**config.mk**
```make
export PLATFORM = sky130hd
export DESIGN_NAME = window_frame_span_generator
export DESIGN_NICKNAME = d
export VERILOG_FILES = /design/src/sv/wfsg_pkg.sv /design/src/sv/wfsg_front.sv /design/src/sv/wfsg_queue.sv /design/src/sv/wfsg_back.sv /design/src/sv/window_frame_span_generator.sv
export SDC_FILE = /design/constraint.sdc
export NUM_CORES = 1
export LEC_CHECK = 0
export ABC_AREA = 1
export BUFFER_PORTS_ARGS = -buffer_cell sky130_fd_sc_hd__buf_2
export CAP_MARGIN = 0
export CORE_MARGIN = 8
export CORE_UTILIZATION = 35
export DETAILED_ROUTE_END_ITERATION = 10
export PLACE_DENSITY = 0.63
export SETUP_SLACK_MARGIN = 0.2
export SLEW_MARGIN = 5
export SYNTH_ARGS = -nofsm -noshare
export SYNTH_HDL_FRONTEND = slang
export SYNTH_SLANG_ARGS = --single-unit
```
**constraint.sdc**
```tcl
create_clock -name clk -period 8.9 [get_ports clk]
set_input_delay 1.335 -clock clk [delete_from_list [all_inputs] [get_ports clk]]
set_output_delay 1.335 -clock clk [all_outputs]
set_load 0.02 [all_outputs]
```
**src/sv/wfsg_pkg.sv**
```systemverilog
// ----------------------------------------------------------------------------
// wfsg_pkg
// Shared types, codes and segment tables for the window frame span generator.
// ----------------------------------------------------------------------------
package wfsg_pkg;

  // row classes chosen by the front end
  localparam logic [2:0] CLS_MISS   = 3'd0;
  localparam logic [2:0] CLS_OUTER  = 3'd1;
  localparam logic [2:0] CLS_BEVEL1 = 3'd2;
  localparam logic [2:0] CLS_BEVEL2 = 3'd3;
  localparam logic [2:0] CLS_BEVEL3 = 3'd4;
  localparam logic [2:0] CLS_TITLE  = 3'd5;
  localparam logic [2:0] CLS_SEP    = 3'd6;
  localparam logic [2:0] CLS_AREA   = 3'd7;

  // segment anchors: both ends on the left edge, left to right, both on the right
  localparam logic [1:0] ANCHOR_LL = 2'd0;
  localparam logic [1:0] ANCHOR_LR = 2'd1;
  localparam logic [1:0] ANCHOR_RR = 2'd2;

  // colour slots
  localparam logic [1:0] COLOR_SHADOW = 2'd0;
  localparam logic [1:0] COLOR_LIGHT  = 2'd1;
  localparam logic [1:0] COLOR_MAIN   = 2'd2;
  localparam logic [1:0] COLOR_AREA   = 2'd3;

  // last row of the title band plus one
  localparam logic [12:0] TITLE_END = 13'd40;

  // register indexes on the configuration channel
  localparam logic [2:0] CFG_DISPLAY_WIDTH = 3'd0;
  localparam logic [2:0] CFG_SHADOW_COLOR  = 3'd1;
  localparam logic [2:0] CFG_AREA_COLOR    = 3'd2;
  localparam logic [2:0] CFG_LIGHT_UNFOC   = 3'd3;
  localparam logic [2:0] CFG_MAIN_UNFOC    = 3'd4;
  localparam logic [2:0] CFG_LIGHT_FOC     = 3'd5;
  localparam logic [2:0] CFG_MAIN_FOC      = 3'd6;

  // register reset values
  localparam logic [12:0] RST_DISPLAY_WIDTH = 13'd1920;
  localparam logic [31:0] RST_SHADOW_COLOR  = 32'hFF10_1010;
  localparam logic [31:0] RST_AREA_COLOR    = 32'hFF18_2838;
  localparam logic [31:0] RST_LIGHT_UNFOC   = 32'hFF68_7888;
  localparam logic [31:0] RST_MAIN_UNFOC    = 32'hFF48_5868;
  localparam logic [31:0] RST_LIGHT_FOC     = 32'hFF48_C888;
  localparam logic [31:0] RST_MAIN_FOC      = 32'hFF28_A868;

  // one segment of a row table
  typedef struct packed {
    logic [1:0]        anchor;
    logic signed [3:0] off0;
    logic signed [3:0] off1;
    logic [1:0]        color;
  } seg_t;

  // classified line request passed from front to back
  typedef struct packed {
    logic [2:0]         cls;
    logic               focused;
    logic signed [15:0] x0;
    logic signed [15:0] x1;
  } line_req_t;

  // configuration seen by the back end
  typedef struct packed {
    logic [12:0] display_width;
    logic [31:0] shadow;
    logic [31:0] area;
    logic [31:0] light_unfoc;
    logic [31:0] main_unfoc;
    logic [31:0] light_foc;
    logic [31:0] main_foc;
  } colors_t;

  function automatic seg_t mk_seg(input logic [1:0] anchor, input logic signed [3:0] off0,
                                  input logic signed [3:0] off1, input logic [1:0] color);
    seg_t s;
    s.anchor = anchor;
    s.off0   = off0;
    s.off1   = off1;
    s.color  = color;
    return s;
  endfunction

  // index of the final segment of each row class
  function automatic logic [3:0] seg_last(input logic [2:0] cls);
    logic [3:0] n;
    unique case (cls)
      CLS_BEVEL2: n = 4'd2;
      CLS_BEVEL3: n = 4'd4;
      CLS_TITLE:  n = 4'd4;
      CLS_SEP:    n = 4'd6;
      CLS_AREA:   n = 4'd8;
      default:    n = 4'd0;
    endcase
    return n;
  endfunction

  // segment tables
  function automatic seg_t seg_lookup(input logic [2:0] cls, input logic [3:0] idx);
    seg_t s;
    s = mk_seg(ANCHOR_LR, 4'sd0, 4'sd0, COLOR_SHADOW);
    unique case (cls)
      CLS_OUTER: s = mk_seg(ANCHOR_LR, 4'sd1, -4'sd1, COLOR_SHADOW);
      CLS_BEVEL2: begin
        unique case (idx)
          4'd0:    s = mk_seg(ANCHOR_LL, 4'sd0, 4'sd3, COLOR_SHADOW);
          4'd1:    s = mk_seg(ANCHOR_LR, 4'sd3, -4'sd3, COLOR_LIGHT);
          default: s = mk_seg(ANCHOR_RR, -4'sd3, 4'sd0, COLOR_SHADOW);
        endcase
      end
      CLS_BEVEL3: begin
        unique case (idx)
          4'd0:    s = mk_seg(ANCHOR_LL, 4'sd0, 4'sd2, COLOR_SHADOW);
          4'd1:    s = mk_seg(ANCHOR_LL, 4'sd2, 4'sd2, COLOR_LIGHT);
          4'd2:    s = mk_seg(ANCHOR_LR, 4'sd4, -4'sd4, COLOR_MAIN);
          4'd3:    s = mk_seg(ANCHOR_RR, -4'sd4, -4'sd2, COLOR_LIGHT);
          default: s = mk_seg(ANCHOR_RR, -4'sd2, 4'sd0, COLOR_SHADOW);
        endcase
      end
      CLS_TITLE: begin
        unique case (idx)
          4'd0:    s = mk_seg(ANCHOR_LL, 4'sd0, 4'sd2, COLOR_SHADOW);
          4'd1:    s = mk_seg(ANCHOR_LL, 4'sd2, 4'sd3, COLOR_LIGHT);
          4'd2:    s = mk_seg(ANCHOR_LR, 4'sd3, -4'sd3, COLOR_MAIN);
          4'd3:    s = mk_seg(ANCHOR_RR, -4'sd3, -4'sd2, COLOR_LIGHT);
          default: s = mk_seg(ANCHOR_RR, -4'sd2, 4'sd0, COLOR_SHADOW);
        endcase
      end
      CLS_SEP: begin
        unique case (idx)
          4'd0:    s = mk_seg(ANCHOR_LL, 4'sd0, 4'sd2, COLOR_SHADOW);
          4'd1:    s = mk_seg(ANCHOR_LL, 4'sd2, 4'sd3, COLOR_LIGHT);
          4'd2:    s = mk_seg(ANCHOR_LL, 4'sd3, 4'sd4, COLOR_MAIN);
          4'd3:    s = mk_seg(ANCHOR_LR, 4'sd4, -4'sd4, COLOR_SHADOW);
          4'd4:    s = mk_seg(ANCHOR_RR, -4'sd4, -4'sd3, COLOR_MAIN);
          4'd5:    s = mk_seg(ANCHOR_RR, -4'sd3, -4'sd2, COLOR_LIGHT);
          default: s = mk_seg(ANCHOR_RR, -4'sd2, 4'sd0, COLOR_SHADOW);
        endcase
      end
      CLS_AREA: begin
        unique case (idx)
          4'd0:    s = mk_seg(ANCHOR_LL, 4'sd0, 4'sd2, COLOR_SHADOW);
          4'd1:    s = mk_seg(ANCHOR_LL, 4'sd2, 4'sd3, COLOR_LIGHT);
          4'd2:    s = mk_seg(ANCHOR_LL, 4'sd3, 4'sd4, COLOR_MAIN);
          4'd3:    s = mk_seg(ANCHOR_LL, 4'sd4, 4'sd5, COLOR_SHADOW);
          4'd4:    s = mk_seg(ANCHOR_LR, 4'sd5, -4'sd5, COLOR_AREA);
          4'd5:    s = mk_seg(ANCHOR_RR, -4'sd5, -4'sd4, COLOR_SHADOW);
          4'd6:    s = mk_seg(ANCHOR_RR, -4'sd4, -4'sd3, COLOR_MAIN);
          4'd7:    s = mk_seg(ANCHOR_RR, -4'sd3, -4'sd2, COLOR_LIGHT);
          default: s = mk_seg(ANCHOR_RR, -4'sd2, 4'sd0, COLOR_SHADOW);
        endcase
      end
      default: s = mk_seg(ANCHOR_LR, 4'sd0, 4'sd0, COLOR_SHADOW);
    endcase
    return s;
  endfunction

endpackage

```
**src/sv/wfsg_front.sv**
```systemverilog
// ----------------------------------------------------------------------------
// wfsg_front
// Takes line requests, runs the window hit test and picks the row class.
// ----------------------------------------------------------------------------
module wfsg_front (
  input  logic                 s_axis_tvalid,
  output logic                 s_axis_tready,
  input  logic [71:0]          s_axis_tdata,
  input  logic                 q_full,
  output logic                 push,
  output wfsg_pkg::line_req_t  req
);

  logic signed [15:0] left;
  logic signed [15:0] top;
  logic signed [15:0] width;
  logic signed [15:0] height;
  logic signed [15:0] line_y;
  logic signed [15:0] top_end;
  logic signed [15:0] ly_full;
  logic signed [15:0] from_bottom_full;
  logic [12:0]        ly;
  logic [12:0]        from_bottom;
  logic               hit;

  // field unpacking, widened so nothing wraps
  assign left   = {{2{s_axis_tdata[13]}}, s_axis_tdata[13:0]};
  assign top    = {{2{s_axis_tdata[27]}}, s_axis_tdata[27:14]};
  assign width  = {3'b000, s_axis_tdata[40:28]};
  assign height = {3'b000, s_axis_tdata[53:41]};
  assign line_y = {4'b0000, s_axis_tdata[66:55]};

  // hit test and row offsets from the top and bottom
  assign top_end          = top + height;
  assign hit              = (line_y >= top) && (line_y < top_end);
  assign ly_full          = line_y - top;
  assign from_bottom_full = height - 16'sd1 - ly_full;
  assign ly               = ly_full[12:0];
  assign from_bottom      = from_bottom_full[12:0];

  // row class, outermost frame rows first, counted from the top or the bottom
  always_comb begin
    req.focused = s_axis_tdata[54];
    req.x0      = left;
    req.x1      = left + width;
    priority if (!hit)                               req.cls = wfsg_pkg::CLS_MISS;
    else if (ly == 13'd0 || from_bottom == 13'd0)    req.cls = wfsg_pkg::CLS_OUTER;
    else if (ly == 13'd1 || from_bottom == 13'd1)    req.cls = wfsg_pkg::CLS_BEVEL1;
    else if (ly == 13'd2 || from_bottom == 13'd2)    req.cls = wfsg_pkg::CLS_BEVEL2;
    else if (ly == 13'd3 || from_bottom == 13'd3)    req.cls = wfsg_pkg::CLS_BEVEL3;
    else if (ly < wfsg_pkg::TITLE_END)               req.cls = wfsg_pkg::CLS_TITLE;
    else if (ly == wfsg_pkg::TITLE_END)              req.cls = wfsg_pkg::CLS_SEP;
    else                                             req.cls = wfsg_pkg::CLS_AREA;
  end

  // handshake
  assign s_axis_tready = !q_full;
  assign push          = s_axis_tvalid && !q_full;

endmodule

```
**src/sv/wfsg_queue.sv**
```systemverilog
// ----------------------------------------------------------------------------
// wfsg_queue
// Small request queue between the classifier and the span emitter.
// ----------------------------------------------------------------------------
module wfsg_queue #(
  parameter int DEPTH = 2
) (
  input  logic                 clk,
  input  logic                 rst,
  input  logic                 push,
  input  wfsg_pkg::line_req_t  push_req,
  input  logic                 pop,
  output logic                 q_valid,
  output logic                 q_full,
  output wfsg_pkg::line_req_t  head
);

  localparam int PtrW = $clog2(DEPTH);
  localparam int CntW = $clog2(DEPTH + 1);

  wfsg_pkg::line_req_t mem [DEPTH];
  logic [PtrW-1:0]     wr_ptr;
  logic [PtrW-1:0]     rd_ptr;
  logic [CntW-1:0]     count;

  assign q_valid = (count != '0);
  assign q_full  = (count == CntW'(DEPTH));
  assign head    = mem[rd_ptr];

  // storage
  always_ff @(posedge clk) begin
    if (push) begin
      mem[wr_ptr] <= push_req;
    end
  end

  // pointers and fill count
  always_ff @(posedge clk) begin
    if (rst) begin
      wr_ptr <= '0;
      rd_ptr <= '0;
      count  <= '0;
    end else begin
      if (push) begin
        wr_ptr <= (wr_ptr == PtrW'(DEPTH - 1)) ? '0 : wr_ptr + 1'b1;
      end
      if (pop) begin
        rd_ptr <= (rd_ptr == PtrW'(DEPTH - 1)) ? '0 : rd_ptr + 1'b1;
      end
      if (push && !pop) begin
        count <= count + 1'b1;
      end else if (pop && !push) begin
        count <= count - 1'b1;
      end
    end
  end

endmodule

```
**src/sv/wfsg_back.sv**
```systemverilog
// ----------------------------------------------------------------------------
// wfsg_back
// Walks the segment table of the queue head, one clamped span per cycle while the output is not stalled.
// ----------------------------------------------------------------------------
module wfsg_back (
  input  logic                 clk,
  input  logic                 rst,
  input  wfsg_pkg::colors_t    colors,
  input  logic                 q_valid,
  input  wfsg_pkg::line_req_t  head,
  output logic                 pop,
  output logic                 m_axis_tvalid,
  input  logic                 m_axis_tready,
  output logic [63:0]          m_axis_tdata,   // span_start, span_end, span_color, zero pad
  output logic [0:0]           m_axis_tuser,   // span_empty
  output logic                 m_axis_tlast
);

  wfsg_pkg::seg_t     seg;
  logic [3:0]         idx;
  logic [3:0]         last_idx;
  logic               advance;
  logic               take;
  logic signed [15:0] end_a;
  logic signed [15:0] end_b;
  logic signed [16:0] p0;
  logic signed [16:0] p1;
  logic [12:0]        start_c;
  logic [12:0]        end_c;
  logic [31:0]        color;
  logic [12:0]        span_start;
  logic [12:0]        span_end;
  logic [31:0]        span_color;
  logic               span_empty;

  function automatic logic [12:0] clamp_x(input logic signed [16:0] p,
                                          input logic [12:0] dw);
    logic [12:0] r;
    if (p < 17'sd0) begin
      r = '0;
    end else if (p > $signed({4'b0000, dw})) begin
      r = dw;
    end else begin
      r = p[12:0];
    end
    return r;
  endfunction

  // current segment and its ends
  assign seg      = wfsg_pkg::seg_lookup(head.cls, idx);
  assign last_idx = wfsg_pkg::seg_last(head.cls);
  assign end_a    = (seg.anchor == wfsg_pkg::ANCHOR_RR) ? head.x1 : head.x0;
  assign end_b    = (seg.anchor == wfsg_pkg::ANCHOR_LL) ? head.x0 : head.x1;
  assign p0       = {end_a[15], end_a} + {{13{seg.off0[3]}}, seg.off0};
  assign p1       = {end_b[15], end_b} + {{13{seg.off1[3]}}, seg.off1};
  assign start_c  = clamp_x(p0, colors.display_width);
  assign end_c    = clamp_x(p1, colors.display_width);

  // colour slot to register
  always_comb begin
    unique case (seg.color)
      wfsg_pkg::COLOR_SHADOW: color = colors.shadow;
      wfsg_pkg::COLOR_LIGHT:  color = head.focused ? colors.light_foc : colors.light_unfoc;
      wfsg_pkg::COLOR_MAIN:   color = head.focused ? colors.main_foc : colors.main_unfoc;
      default:                color = colors.area;
    endcase
  end

  // output register handshake
  assign advance = !m_axis_tvalid || m_axis_tready;
  assign take    = advance && q_valid;
  assign pop     = take && (idx == last_idx);

  always_ff @(posedge clk) begin
    if (rst) begin
      m_axis_tvalid <= 1'b0;
      idx           <= '0;
    end else if (advance) begin
      m_axis_tvalid <= q_valid;
      if (take) begin
        idx <= pop ? 4'd0 : idx + 4'd1;
      end
    end
  end

  // span payload, a missed line gives one empty zero span
  always_ff @(posedge clk) begin
    if (take) begin
      m_axis_tlast <= (idx == last_idx);
      if (head.cls == wfsg_pkg::CLS_MISS) begin
        span_start <= '0;
        span_end   <= '0;
        span_color <= '0;
        span_empty <= 1'b1;
      end else begin
        span_start <= start_c;
        span_end   <= end_c;
        span_color <= color;
        span_empty <= (start_c >= end_c);
      end
    end
  end

  assign m_axis_tdata = {6'b000000, span_color, span_end, span_start};
  assign m_axis_tuser = span_empty;

endmodule

```
**src/sv/window_frame_span_generator.sv**
```systemverilog
// ----------------------------------------------------------------------------
// window_frame_span_generator
// Turns a window rectangle and a scanline into the frame colour spans.
// ----------------------------------------------------------------------------
// Line requests enter on the s_axis channel; spans leave on the m_axis
// channel, tlast marking the final span of a request and tuser flagging a
// span that draws nothing. A line that misses the window gives one empty
// span. The cfg channel writes display width and colours; it is always ready
// and should only be used while no request is in flight.
// Front end: hit test and row classification in the accept cycle, result
// pushed into a QUEUE_DEPTH-entry request queue. Back end: one span per cycle,
// while the receiver takes them, from the head's segment table into the
// output register. A request is registered in the queue, and its spans in
// the output register. Each request gives 1, 3, 5, 7 or 9 spans, the number
// of segments of its row class, from the single span emitter, which finishes
// one request before it takes the next; requests queue up meanwhile.
// When the receiver stalls the output register holds its span, the queue
// fills and s_axis_tready drops once it is full.
// Reset clears the queue and output valid and loads the default colours.
// ----------------------------------------------------------------------------
module window_frame_span_generator #(
  parameter int QUEUE_DEPTH = 2
) (
  input  logic        clk,
  input  logic        rst,
  input  logic        s_axis_tvalid,
  output logic        s_axis_tready,
  input  logic [71:0] s_axis_tdata,   // window_left, window_top, window_width,
                                      // window_height, focused, line_y, zero pad
  output logic        m_axis_tvalid,
  input  logic        m_axis_tready,
  output logic [63:0] m_axis_tdata,   // span_start, span_end, span_color, zero pad
  output logic [0:0]  m_axis_tuser,   // span_empty
  output logic        m_axis_tlast,
  input  logic        cfg_valid,
  output logic        cfg_ready,
  input  logic [2:0]  cfg_index,
  input  logic [31:0] cfg_data
);

  wfsg_pkg::colors_t   colors;
  wfsg_pkg::line_req_t push_req;
  wfsg_pkg::line_req_t head;
  logic                push;
  logic                pop;
  logic                q_valid;
  logic                q_full;

  // configuration registers
  assign cfg_ready = 1'b1;

  always_ff @(posedge clk) begin
    if (rst) begin
      colors.display_width <= wfsg_pkg::RST_DISPLAY_WIDTH;
      colors.shadow        <= wfsg_pkg::RST_SHADOW_COLOR;
      colors.area          <= wfsg_pkg::RST_AREA_COLOR;
      colors.light_unfoc   <= wfsg_pkg::RST_LIGHT_UNFOC;
      colors.main_unfoc    <= wfsg_pkg::RST_MAIN_UNFOC;
      colors.light_foc     <= wfsg_pkg::RST_LIGHT_FOC;
      colors.main_foc      <= wfsg_pkg::RST_MAIN_FOC;
    end else if (cfg_valid) begin
      unique case (cfg_index)
        wfsg_pkg::CFG_DISPLAY_WIDTH: colors.display_width <= cfg_data[12:0];
        wfsg_pkg::CFG_SHADOW_COLOR:  colors.shadow        <= cfg_data;
        wfsg_pkg::CFG_AREA_COLOR:    colors.area          <= cfg_data;
        wfsg_pkg::CFG_LIGHT_UNFOC:   colors.light_unfoc   <= cfg_data;
        wfsg_pkg::CFG_MAIN_UNFOC:    colors.main_unfoc    <= cfg_data;
        wfsg_pkg::CFG_LIGHT_FOC:     colors.light_foc     <= cfg_data;
        wfsg_pkg::CFG_MAIN_FOC:      colors.main_foc      <= cfg_data;
        default: ;
      endcase
    end
  end

  // classifier
  wfsg_front u_front (
    .s_axis_tvalid (s_axis_tvalid),
    .s_axis_tready (s_axis_tready),
    .s_axis_tdata  (s_axis_tdata),
    .q_full        (q_full),
    .push          (push),
    .req           (push_req)
  );

  // request queue
  wfsg_queue #(
    .DEPTH (QUEUE_DEPTH)
  ) u_queue (
    .clk      (clk),
    .rst      (rst),
    .push     (push),
    .push_req (push_req),
    .pop      (pop),
    .q_valid  (q_valid),
    .q_full   (q_full),
    .head     (head)
  );

  // span emitter
  wfsg_back u_back (
    .clk           (clk),
    .rst           (rst),
    .colors        (colors),
    .q_valid       (q_valid),
    .head          (head),
    .pop           (pop),
    .m_axis_tvalid (m_axis_tvalid),
    .m_axis_tready (m_axis_tready),
    .m_axis_tdata  (m_axis_tdata),
    .m_axis_tuser  (m_axis_tuser),
    .m_axis_tlast  (m_axis_tlast)
  );

endmodule

```
# ---- Word-level counts from Yosys, hierarchy flattened
# Memories as Yosys holds them, arrays and structs flattened. A register that Yosys moved wholly into a read port is not among the register bits.
# Cells that the tools add are included.
dict set report totals {
  mem_bits_rw 72
  mem_bits_ro 96
  wordCells 135
  register_bits 274
  n_memories 2
  input_bits 112
  out_inout_bits 69
}
dict set report classes {
  reduce_logical 33
  n_mux 34
  n_eq_ne 29
  addsub 12
  n_lt_le_gt_ge 8
}
# name words word_bits read_ports rd_clocked_by_memory_dff wr line
set mem_list {}
lappend mem_list {{(no name shown)} 8 12 1 1 0 wfsg_pkg.sv:143} ;# unique case (idx)
lappend mem_list {u_queue.mem 2 36 1 1 1 wfsg_queue.sv:21} ;# wfsg_pkg::line_req_t mem [DEPTH];
# cell n
set ops {}
lappend ops {{$pmux 12 s6} 2}
lappend ops {{$pmux 12 s4} 2}
lappend ops {{$pmux 32 s3} 1}
lappend ops {{$mux 32} 2}
lappend ops {{$eq 13x2->1 const B} 4}
lappend ops {{$mux 13} 4}
lappend ops {{$add 16x4->17} 2}
lappend ops {{$gt 17x14->1} 2}
lappend ops {{$lt 17x1->1 const B} 2}
lappend ops {{$mux 16} 2}
lappend ops {{$add 14x14->15} 2}
lappend ops {{$eq 13x1->1 const B} 2}
lappend ops {{$logic_not 13->1} 2}
lappend ops {{$sub 13x13->13} 2}
lappend ops {{$mux 3} 8}
lappend ops {{$pmux 12 s2} 1}
lappend ops {{$eq 3x3->1 const B} 7}
lappend ops {{$lt 13x16->1} 1}
lappend ops {{$pmux 4 s4} 1}
lappend ops {{$reduce_and 2->1} 8}
lappend ops {{$ge 13x14->1} 1}
lappend ops {{$eq 13x6->1 const B} 1}
lappend ops {{$ge 13x13->1} 1}
lappend ops {{$lt 13x6->1 const B} 1}
lappend ops {{other kinds (25)} 55}

# ---- Longest topological paths before layout
dict set report logic_depth {
  word_depth 10
  mapped_depth 49
  mapped_depth_nobuf 47
}

# ---- By module
# From an unflattened synthesis, not the netlist that was laid out.
dict set report hier_totals {
  hier_cells 3064
  area_unflattened_um2 22793.1
}
# mod seq_area_each_um2 n_inst cells_per_inst area_each_um2
set modules_own_cells {}
lappend modules_own_cells {wfsg_back 2122.0 1 1359 8987.4}
lappend modules_own_cells {window_frame_span_generator 4103.9 1 1057 7627.3}
lappend modules_own_cells {wfsg_front 0.0 1 503 3200.6}
lappend modules_own_cells {wfsg_queue 2262.2 1 145 2977.9}

# ---- Worst setup path before layout
# No wires, ideal clock.
dict set report synth_path {
  path_type {register -> register}
  start {register u_back.idx[1]}
  end {register u_back.span_empty (netlist: u_back.m_axis_tuser) (data pin)}
  slack_ns 2.725
  path_buffers 2
  required_ns 8.738
  path_stages_with_launch 47
  setup_time_ns 0.162
  synth_period_minus_slack_ns 6.175
  arrival_ns 6.013
  cell_sequence {dfxtp_1 > inv_1 > ha_1 > inv_1 > nor2_1 > nor2_2 > nand2_1 > inv_1 > nor2_1 > nor2_1 > nor4_4 > inv_2 > nand2_1 > buf_4 > nor2_1 > a21oi_1 > ha_1 > inv_1 > (+11 left out) > ha_1 > nand2_1 > nor2_1 > a211oi_1 > nand2_1 > o21ai_0 > nand2_1 > o21ai_2 > clkbuf_1 > nand3b_1 > nand3_1 > inv_1 > ha_1 > inv_1 > nor3_1 > nand4_1 > or4_1 > o2111ai_1}
}
dict set report synth_between {
  elab_chain_cells 10
  word_cells_on_any_way 26
  cone_classes {add/sub: 2; order compare: 5; eq/ne: 6; mux: 11; reduce/logical: 2}
}
# item line
set synth_lines {}
lappend synth_lines {{start, declared} wfsg_back.sv:20} ;# logic [3:0] idx;
lappend synth_lines {{start signal, assigned} wfsg_back.sv:81} ;# idx <= pop ? 4'd0 : idx + 4'd1;
lappend synth_lines {{$eq 4x3->1 (tied with other cells)} wfsg_pkg.sv:132} ;# unique case (idx)
lappend synth_lines {{$pmux 12 s6 (tied with other cells)} wfsg_pkg.sv:132}
lappend synth_lines {{$pmux 12 s6 (*)} wfsg_pkg.sv:104} ;# unique case (cls)
lappend synth_lines {{$eq 2x2->1} wfsg_back.sv:52} ;# assign end_a = (seg.anchor == wfsg_pkg::ANCHOR_RR) ? head.x1 : head.x0;
lappend synth_lines {{$mux 16} wfsg_back.sv:52}
lappend synth_lines {{$add 16x4->17 (*)} wfsg_back.sv:54} ;# assign p0 = {end_a[15], end_a} + {{13{seg.off0[3]}}, seg.off0};
lappend synth_lines {{$gt 17x14->1} wfsg_back.sv:41} ;# end else if (p > $signed({4'b0000, dw})) begin
lappend synth_lines {{$mux 13} wfsg_back.sv:41}
lappend synth_lines {{$mux 13 (*)} wfsg_back.sv:39} ;# if (p < 17'sd0) begin
lappend synth_lines {{named net u_back.start_c[7]} wfsg_back.sv:28} ;# logic [12:0] start_c;
lappend synth_lines {{$ge 13x13->1 (*)} wfsg_back.sv:99} ;# span_empty <= (start_c >= end_c);
lappend synth_lines {{end signal, assigned} wfsg_back.sv:99}
lappend synth_lines {{end, declared} wfsg_back.sv:34} ;# logic span_empty;
# Mark *: on every way through the listed nets, which the timed path passes. The rest lies on a longest branch.
# A chain may end at the register's enable or synchronous reset.

==> flow_summary.toml <==
[clock_tree]
cts_setup_buffers = 0
clk_latency_ns = 0.56
cts_sinks = 352
cts_hold_buf = 0
numCtsBuffers = 38
cts_resized = 0
root_buffer = "clkbuf_16"
cts_tree = "yes"
h-tree-depth = 2
clkTransAtPathRegs_ns = 0.06
cts_max_path_buffers = 3

[die]
ios = 181
initial_core_util = 0.355
die_area_sq_um = 68000
num_rows = 89
coreArea_sq_um = 59100
die_y_um = 261
die_x_um = 261

[setup_path]
critPathMaxStageDelay_ns = 0.44
critPathCaptureType = "flop"
cp_data_required_time_ns = 9.30
cp_max_fo = 39
cp.arrival_ns = 8.05
cpMostUsedCell = "nand2_1"
critPathKind = "flop to flop"
crit_slowest_cell = "o21ai_2"
cp-start-kind = "flop"
path_delay_family = "simple AND/OR/NAND/NOR gates"
reg2reg_slack_ns = 1.25
worst-path-buf-inv = 10

[logic_synthesis]
ys_warn_count = 0
syn_area_per_cell_sq_um = 7.46
synth_edf_count = 126
synth_top_area_frac = 0.216
yosysUniqueCellTypes = 59
synth_top_flop_cell = "dfxtp_1"
synth_area_leaders = "dfxtp_1, edfxtp_1, nand2_1"
yosysSeqAreaShare = 0.396
synth-seq-cells = 352
netlist_instances = 2809
synth_area_sq_um = 21000
synth_top_area_cell = "dfxtp_1"
async_flop_share = 0

[global_route]
antenna_found_initial = 5
grt.total_usage = 0.170
grt_max_degree = 125
grt_pass1_wl_um = 93900
grt_overflow_total = 0
grt_pass1_vias = 17500

[cells_and_area]
syn2layout_area_growth_pct = 13.3
final_cell_mix = "nand2_1, nor2_1, inv_1"
finalNetCount = 3183
final_common_cell = "nand2_1"
final_cells = 3732
final_layout_size_suffix_gt1_frac = 0.117

[place]
hpwl_um = 40500
finalWeightedCongestion = 0.899
dp.cells = 3659
port_buffers = 168

[power_and_ir_drop]
leakage_nw = 11.3
cellPowerDensity_nw_per_um2 = 337
irDropWorstVdd_uv = 180

[min_path]
hp-class = "flop to flop"

[routing]
drt-total-wl_um = 58700
drc = 0
drtIter0Drc = 1333
drt-pass1-iter-count = 7
drt-vias-per-instance = 4.94
vias = 18400
routedWlPerCell_um = 15.7
antenna_left = 0

[timing]
worstMarginPinSlew_ns = 1.07
relSlewSlack = 0.286
hold_viol_final = 0
rsz0062_at_grt = "no"
timing.clock.skew_ns = 0.0260
period_needed_ns = 7.65
min_period_over_period = 0.859
setup_viol = 0
slew_viol_final = 0
fin_tns_setup_ns = 0
max_freq_mhz = 131

[status]
status = "complete, no violations"

[flow_run]
drv_cap = 0
==> cell families after synthesis <==
family | count (synthesis) | share of synthesized area
buf+inv | 431 | 0.0814
compound gates | 495 | 0.133
simple gates | 1300 | 0.262
fa+ha+maj | 145 | 0.0887
other cells | 2 | 0.000358
flops | 352 | 0.396
xor+xnor | 51 | 0.0213
mux | 33 | 0.0177
==> final cells by class <==
cell class / instances / area [sq um]
inverter: 315 / 1190
multi-input combinational: 2031 / 11000
tap: 773 / 967
sequential: 352 / 8310
clock inverter: 16 / 179
clock buffer: 52 / 1100
timing repair buffer: 188 / 991
antenna: 5 / 12.5
fill: 6090 / 35400
==> sequential cells by signal, summed over array words and instances, names as in the netlist, named ones only <==
| register | flops |
|---|---|
| colors | 205 |
| u_back.idx | 4 |
| u_back.m_axis_tlast | 1 |
| u_back.m_axis_tuser | 1 |
| u_back.m_axis_tvalid | 1 |
| u_back.span_color | 32 |
| u_back.span_end | 13 |
| u_back.span_start | 13 |
| u_queue.count | 2 |
| u_queue.mem | 66 |
| u_queue.rd_ptr | 1 |
| u_queue.wr_ptr | 1 |
==> path summary, 6_finish.rpt <==
check,from,depth (start not counted),end
worst max register to register,flop,45,u_back.m_axis_tuser
worst min-delay path,colors[104],2,colors[104]
worst max-delay path,flop,45,u_back.m_axis_tuser
worst min register to register,colors[104],2,colors[104]
==> synth_stat cells (3+ instances only) <==
cell type  number
buf_4          14
ha_1          139
o22ai_1         3
a31oi_1         3
nor3_1         15
clkbuf_1       73
a21oi_1       142
nand2_2         7
buf_2          21
or2_2           5
fa_1            6
nand4_1        24
o21bai_1        9
buf_1           6
xnor2_1        21
o21ai_2         4
nor2_4          4
nand3_1       225
nor2_1        314
a21o_1         10
nand2_1       666
inv_1         302
dfxtp_1       226
a21oi_2        11
nand3b_1       21
o21ai_0       218
nand2_4         3
mux2_2         32
inv_2          10
o211ai_1       46
nor2_2          5
o21ai_1        28
xor2_1         30
o2111ai_1       3
edfxtp_1      126
a211oi_1        4
==> worst reg2reg max path, delay by kind of cell, from the launching register on <==
kind,cells,cell delay [ns]
flip-flops,1,0.30
adder cells (fa/ha/maj),4,1.03
XOR/XNOR,1,0.23
AO/OA/AOI/OAI,7,1.25
buffers and inverters,10,1.42
AND/OR/NAND/NOR,23,3.24
==> stage by stage <==
step           worst slack, ns  utilization  hold slack (ns)  cell area [sq um]  power [W]
4_1_cts                   1.29        0.402            0.448              23700    0.00804
2_1_floorplan             2.73            -            0.423              21000    0.00534
3_5_place_dp              1.31        0.380            0.440              22500    0.00641
5_1_grt                  0.440        0.402            0.466              23800    0.00874
3_3_place_gp              1.39        0.380            0.434              22500    0.00636
6_report                  1.25        0.402            0.446              23800    0.00800
==> power breakdown <==
group | internal, W | switching [W] | total (W)
registers | 0.00205 | 0.0000734 | 0.00212
clock network | 0.000955 | 0.000660 | 0.00162
logic | 0.00144 | 0.00282 | 0.00426
==> metal layers <==
metal | up-vias | global-route usage | wire [um]
met2 | 411 | 0.288 | 27500
met1 | 8403 | 0.220 | 27000
met4 | 2 | 0.0583 | 1620
met5 | - | 0 | 13
met3 | 96 | 0.0232 | 2540
li1 | 9507 | - | -
Note: power is estimated with default switching activity, not from simulation.
